### src/hdl/mexp_pkg.sv
// types and constants of the modular exponentiation block
package mexp_pkg;

  localparam int unsigned DataW        = 64;
  localparam int unsigned DefaultWidth = 64;
  localparam int unsigned CfgIdxW      = 2;

  typedef enum logic [CfgIdxW-1:0] {
    CFG_MODULUS  = 2'd0,
    CFG_EXPONENT = 2'd1
  } cfg_idx_e;

  typedef enum logic [3:0] {
    S_IDLE   = 4'b0001,
    S_REDUCE = 4'b0010,
    S_EXP    = 4'b0100,
    S_DONE   = 4'b1000
  } state_e;

endpackage

### src/hdl/mexp_modmul.sv
// bit-serial interleaved modular multiplier, a doubling phase and an add phase per multiplier bit
module mexp_modmul import mexp_pkg::*; #(
  parameter int unsigned WIDTH = DefaultWidth
) (
  input  logic             clk_i,
  input  logic             rst_ni,
  input  logic             start_i,
  input  logic [WIDTH-1:0] a_i,
  input  logic [WIDTH-1:0] b_i,
  input  logic [WIDTH:0]   mod_i,
  output logic             done_o,
  output logic [WIDTH-1:0] prod_o
);

  localparam int unsigned CntW = $clog2(WIDTH);

  logic [WIDTH-1:0] acc_q, acc_d;
  logic [WIDTH-1:0] a_q, a_d;
  logic [WIDTH-1:0] b_q, b_d;
  logic [CntW-1:0]  cnt_q, cnt_d;
  logic             phase_q, phase_d;
  logic             busy_q, busy_d;
  logic             done_q, done_d;

  logic [WIDTH-1:0] addend;
  logic [WIDTH:0]   sum;
  logic [WIDTH+1:0] diff;

  // phase 0 doubles the accumulator, phase 1 adds a when the top bit of b is set
  assign addend = phase_q ? (b_q[WIDTH-1] ? a_q : '0) : acc_q;
  assign sum    = {1'b0, acc_q} + {1'b0, addend};
  assign diff   = {1'b0, sum} - {1'b0, mod_i};

  always_comb begin
    acc_d   = acc_q;
    a_d     = a_q;
    b_d     = b_q;
    cnt_d   = cnt_q;
    phase_d = phase_q;
    busy_d  = busy_q;
    done_d  = 1'b0;
    if (start_i) begin
      acc_d   = '0;
      a_d     = a_i;
      b_d     = b_i;
      cnt_d   = '0;
      phase_d = 1'b0;
      busy_d  = 1'b1;
    end else if (busy_q) begin
      acc_d   = diff[WIDTH+1] ? sum[WIDTH-1:0] : diff[WIDTH-1:0];
      phase_d = ~phase_q;
      if (phase_q) begin
        b_d   = {b_q[WIDTH-2:0], 1'b0};
        cnt_d = cnt_q + CntW'(1);
        if (cnt_q == CntW'(WIDTH - 1)) begin
          busy_d = 1'b0;
          done_d = 1'b1;
        end
      end
    end
  end

  always_ff @(posedge clk_i or negedge rst_ni) begin
    if (!rst_ni) begin
      cnt_q   <= '0;
      phase_q <= 1'b0;
      busy_q  <= 1'b0;
      done_q  <= 1'b0;
    end else begin
      cnt_q   <= cnt_d;
      phase_q <= phase_d;
      busy_q  <= busy_d;
      done_q  <= done_d;
    end
  end

  always_ff @(posedge clk_i) begin
    acc_q <= acc_d;
    a_q   <= a_d;
    b_q   <= b_d;
  end

  assign done_o = done_q;
  assign prod_o = acc_q;

endmodule

### src/hdl/modular_exponentiation.sv
// modular exponentiation top level: right-to-left square-and-multiply sequencer
//
//  channel   dir  handshake                      payload
//  s_axis    in   s_axis_tvalid / s_axis_tready  tdata[63:0] base_value
//  m_axis    out  m_axis_tvalid / m_axis_tready  tdata[63:0] power_result
//  cfg       in   cfg_valid_i / cfg_ready_o      cfg_index_i, cfg_data_i
//
// one item runs the base reduction, then one square-and-multiply round per exponent bit up to
// the top set bit of the exponent; the bit-serial multipliers set how long an item takes
// the base reduction runs on the multiply unit, then square and multiply run in parallel
// reset clears the control state and sets modulus and exponent to one
// a finished result waits in the output register while the next request is taken
module modular_exponentiation import mexp_pkg::*; #(
  parameter int unsigned WIDTH = DefaultWidth
) (
  input  logic               clk_i,
  input  logic               rst_ni,
  input  logic               s_axis_tvalid,
  output logic               s_axis_tready,
  input  logic [DataW-1:0]   s_axis_tdata,   // base_value
  output logic               m_axis_tvalid,
  input  logic               m_axis_tready,
  output logic [DataW-1:0]   m_axis_tdata,   // power_result
  input  logic               cfg_valid_i,
  output logic               cfg_ready_o,
  input  logic [CfgIdxW-1:0] cfg_index_i,
  input  logic [DataW-1:0]   cfg_data_i
);

  state_e           state_q, state_d;
  logic [WIDTH-1:0] mod_q, exp_q;
  logic [WIDTH-1:0] e_q, e_d;
  logic [WIDTH-1:0] r_q, r_d;
  logic [WIDTH-1:0] b_q, b_d;
  logic             launch_q, launch_d;
  logic             out_valid_q, out_valid_d;
  logic [WIDTH-1:0] out_q, out_d;

  logic [WIDTH:0]   mod_ext;
  logic             in_take;
  logic             mul_start, sqr_start;
  logic [WIDTH-1:0] mul_a, mul_b;
  logic             mul_done, sqr_done;
  logic [WIDTH-1:0] mul_prod, sqr_prod;
  logic [WIDTH-1:0] e_next;

  // a zero modulus acts as 2^WIDTH
  assign mod_ext = {(mod_q == '0), mod_q};

  assign s_axis_tready = (state_q == S_IDLE);
  assign in_take       = s_axis_tvalid & s_axis_tready;
  assign cfg_ready_o   = 1'b1;

  // in idle the multiply unit reduces the incoming base as 1 * base mod n
  assign mul_a     = (state_q == S_IDLE) ? WIDTH'(1) : r_q;
  assign mul_b     = (state_q == S_IDLE) ? s_axis_tdata[WIDTH-1:0] : b_q;
  assign mul_start = in_take | (launch_q & e_q[0]);
  assign sqr_start = launch_q;
  assign e_next    = e_q >> 1;

  mexp_modmul #(.WIDTH(WIDTH)) u_mul (
    .clk_i   (clk_i),
    .rst_ni  (rst_ni),
    .start_i (mul_start),
    .a_i     (mul_a),
    .b_i     (mul_b),
    .mod_i   (mod_ext),
    .done_o  (mul_done),
    .prod_o  (mul_prod)
  );

  mexp_modmul #(.WIDTH(WIDTH)) u_sqr (
    .clk_i   (clk_i),
    .rst_ni  (rst_ni),
    .start_i (sqr_start),
    .a_i     (b_q),
    .b_i     (b_q),
    .mod_i   (mod_ext),
    .done_o  (sqr_done),
    .prod_o  (sqr_prod)
  );

  always_comb begin
    state_d     = state_q;
    e_d         = e_q;
    r_d         = r_q;
    b_d         = b_q;
    launch_d    = 1'b0;
    out_d       = out_q;
    out_valid_d = out_valid_q & ~m_axis_tready;
    unique case (state_q)
      S_IDLE: begin
        if (in_take) begin
          e_d     = exp_q;
          r_d     = WIDTH'(1);
          state_d = S_REDUCE;
        end
      end
      S_REDUCE: begin
        if (mul_done) begin
          b_d = mul_prod;
          if (e_q == '0) begin
            state_d = S_DONE;
          end else begin
            launch_d = 1'b1;
            state_d  = S_EXP;
          end
        end
      end
      S_EXP: begin
        if (sqr_done) begin
          b_d = sqr_prod;
          if (e_q[0]) begin
            r_d = mul_prod;
          end
          e_d = e_next;
          if (e_next == '0) begin
            state_d = S_DONE;
          end else begin
            launch_d = 1'b1;
          end
        end
      end
      S_DONE: begin
        if (!out_valid_q || m_axis_tready) begin
          out_d       = r_q;
          out_valid_d = 1'b1;
          state_d     = S_IDLE;
        end
      end
      default: state_d = S_IDLE;
    endcase
  end

  always_ff @(posedge clk_i or negedge rst_ni) begin
    if (!rst_ni) begin
      state_q     <= S_IDLE;
      launch_q    <= 1'b0;
      out_valid_q <= 1'b0;
      mod_q       <= WIDTH'(1);
      exp_q       <= WIDTH'(1);
    end else begin
      state_q     <= state_d;
      launch_q    <= launch_d;
      out_valid_q <= out_valid_d;
      if (cfg_valid_i && cfg_ready_o) begin
        if (cfg_index_i == CFG_MODULUS) begin
          mod_q <= cfg_data_i[WIDTH-1:0];
        end
        if (cfg_index_i == CFG_EXPONENT) begin
          exp_q <= cfg_data_i[WIDTH-1:0];
        end
      end
    end
  end

  always_ff @(posedge clk_i) begin
    e_q   <= e_d;
    r_q   <= r_d;
    b_q   <= b_d;
    out_q <= out_d;
  end

  assign m_axis_tvalid = out_valid_q;
  assign m_axis_tdata  = DataW'(out_q);

endmodule

### config.mk
export PLATFORM = sky130hd
export DESIGN_NAME = modular_exponentiation
export DESIGN_NICKNAME = d
export VERILOG_FILES = /design/src/hdl/mexp_pkg.sv /design/src/hdl/mexp_modmul.sv /design/src/hdl/modular_exponentiation.sv
export SDC_FILE = /design/constraint.sdc
export NUM_CORES = 2
export LEC_CHECK = 0
export BUFFER_PORTS_ARGS = -buffer_cell sky130_fd_sc_hd__clkbuf_2
export CAP_MARGIN = 25
export CORE_UTILIZATION = 59
export DETAILED_ROUTE_END_ITERATION = 6
export PLACE_DENSITY = 0.77
export SYNTH_ARGS = -nofsm -noshare
export SYNTH_HDL_FRONTEND = slang
export SYNTH_SLANG_ARGS = --single-unit
### constraint.sdc
create_clock -name clk_i -period 9.9 [get_ports clk_i]
set_clock_uncertainty 0.1 [all_clocks]
set_input_delay 1.98 -clock clk_i [delete_from_list [all_inputs] [get_ports clk_i]]
set_output_delay 1.98 -clock clk_i [all_outputs]
set_load 0.005 [all_outputs]
==> reports/results.ini <==
[logic_synthesis]
synth.avg_cell_area_um2=9.187
synth.yosys.seq_area_share=0.4540
synth_area_um2=47890
yosysUniqueCellTypes=88
synth_edf_count=512
synth_area_leader_cell=edfxtp_1
yosysMostFrequentCell=nand2_1
synthTopCellsByCount=869 x nand2_1, 512 x edfxtp_1, 474 x o21ai_0
synth_top_area_frac=0.3210
ys_async_sr_fraction=0.1919
synth.area.top_cells=edfxtp_1 32%, dfrtp_1 7.8%, nand2_1 6.8%, ha_1 6.8%, dfxtp_1 5.4%
synthFlopType=edfxtp_1
yosysWarnings=0
ys_ff_latch=792
syn_inst=5213
synth_nets=5612

[placed_design]
portBuffers=200
dpl.hpwl_um=112300
placed_area_um2=49540
gp_congestion=0.9803

[finish]
post-route-util=0.6535
drive_above_1_share=0.1045
fillCellCount=6526
final_area_um2=52550
nNetsFinal=5659
area_delta_synth_final_pct=9.735

[sta]
setup_viol=0
hold_viol_final=0
rsz0062_at_grt=no
fin_tns_setup_ns=0
min_period_ns=8.000
slew_violations=0
fmax_ghz=0.1250
tightestPinTransition_ns=1.034
min_period_over_period=0.8081
holdWs_ns=0.3421
slew_headroom=0.3062

[status]
status=complete, no violations

[drt]
drt_pass1_iterations=6
wl_per_cell_um=23.58
drt_iter0_drc=3537
drcViolationCount=0
via_per_inst=6.188
wl_um=150700
num_vias=39550
ant_nets=0

[die]
core_um2=80420
fp.dieArea_um2=82310
io_pins=202
die_h_um=286.9
rows=104
die_w_um=286.9
initial_core_util=0.5955

[clock_tree]
insertion_delay_ns=0.67
hold_buffers=0
htree_levels=3
cts_buffer_depth=3
clk_pin_slew_ns=0.06
ctsResizeCount=0
numCtsBuffers=86
cts_sinks=792
post_cts_buffers=0
root_buffer=clkbuf_16
cts_tree=built

[critical_path]
critPathMaxStageDelay_ns=0.61
crit_path_end_kind=flip-flop
crit_buf_inv=3
critical_path_arrival_ns=8.47
path_max_fanout=32
cpMaxStageDelayCell=a2111oi_2
cp.required_ns=10.37
path_class=reg -> reg
critPathLaunchType=flip-flop
crit_family=compound AO/OA/AOI/OAI gates

[global_route]
grt_pass1_wl_um=225500
grt_max_degree=141
grt_pass1_vias=37580
grt.total_usage=0.3595
grt_antenna_before_repair=3
grt_overflow=0

[job]
max_cap_violations=0

[min_path]
hp-class=reg -> reg

through the flow:
step | setup slack (ns) | instances
2_1_floorplan | 3.061 | 5213
3_3_place_gp | 2.189 | 6229
3_5_place_dp | 2.105 | 6229
4_1_cts | 2.056 | 6388
5_1_grt | 1.419 | 6391
6_report | 1.900 | 6392
state kept, by name, summed over array words and instances (netlist names), 4 cells and up:
name,cells
e_q,64
r_q,64
u_mul.b_q,64
u_sqr.cnt_q,6
exp_q,64
b_q,64
u_mul.a_q,64
mod_q,64
u_mul.prod_o,64
m_axis_tdata,64
u_sqr.prod_o,64
u_sqr.b_q,64
u_sqr.a_q,64
u_mul.cnt_q,6
state_q,4
kinds of logic after synthesis:
kind of cell	Yosys count	synth area share
compound gates	1413	0.1805
simple gates	1733	0.1588
xor+xnor	250	0.04588
other cells	1	0.00007830
flops	792	0.4540
fa+ha+maj	264	0.06960
buf+inv	552	0.04426
mux	208	0.04684
metal layers:
metal	global-route usage	vias up	wire length (um)
met1	0.4632	19070	61930
met4	0.2146	0	10080
met2	0.5836	1386	70300
met5	0	-	0
met3	0.04238	330	8441
li1	-	18760	-
layout by cell type, fill, tap and decap left out, types with 80 or more instances in the layout:
master | Yosys | layout
nand2_1 | 869 | 867
edfxtp_1 | 512 | 512
o21ai_0 | 474 | 474
nor2_1 | 400 | 399
a21oi_1 | 341 | 340
inv_1 | 266 | 265
ha_1 | 260 | 260
clkbuf_2 | 0 | 199
dfrtp_1 | 149 | 144
xnor2_1 | 138 | 138
mux2_2 | 129 | 129
a21o_1 | 128 | 128
dfxtp_1 | 128 | 128
xor2_1 | 111 | 111
a211oi_1 | 109 | 109
a31oi_1 | 92 | 92
clkbuf_16 | 0 | 86
nor2b_1 | 85 | 84
nand4_1 | 80 | 80
final timing paths:
kind	slack (ns)	cells past startpoint	to	start
hold / removal	0.34	0	m_axis_tdata[5]	r_q[5]
setup / recovery	1.90	27	u_mul.prod_o[10]	u_mul.phase_q
min in group asynchronous	1.31	1	exp_q[54]	rst_ni
setup reg to reg	1.90	27	u_mul.prod_o[10]	u_mul.phase_q
max in group asynchronous	6.86	2	u_mul.busy_q	rst_ni
hold reg to reg	0.34	0	m_axis_tdata[5]	r_q[5]
layout make-up:
class,instances,area [um^2],area share
Clock inverter,60,688.2,0.01309
Timing Repair Buffer,243,1413,0.02688
Tap cell,1060,1326,0.02524
Antenna cell,1,2.502,0.00004762
Multi-Input combinational cell,3869,24100,0.4585
Clock buffer,99,2251,0.04283
Inverter,268,1016,0.01933
Sequential cell,792,21760,0.4140
Power is not shown: default switching activity piles up to over one toggle a cycle in this logic, so the estimate is an artifact.
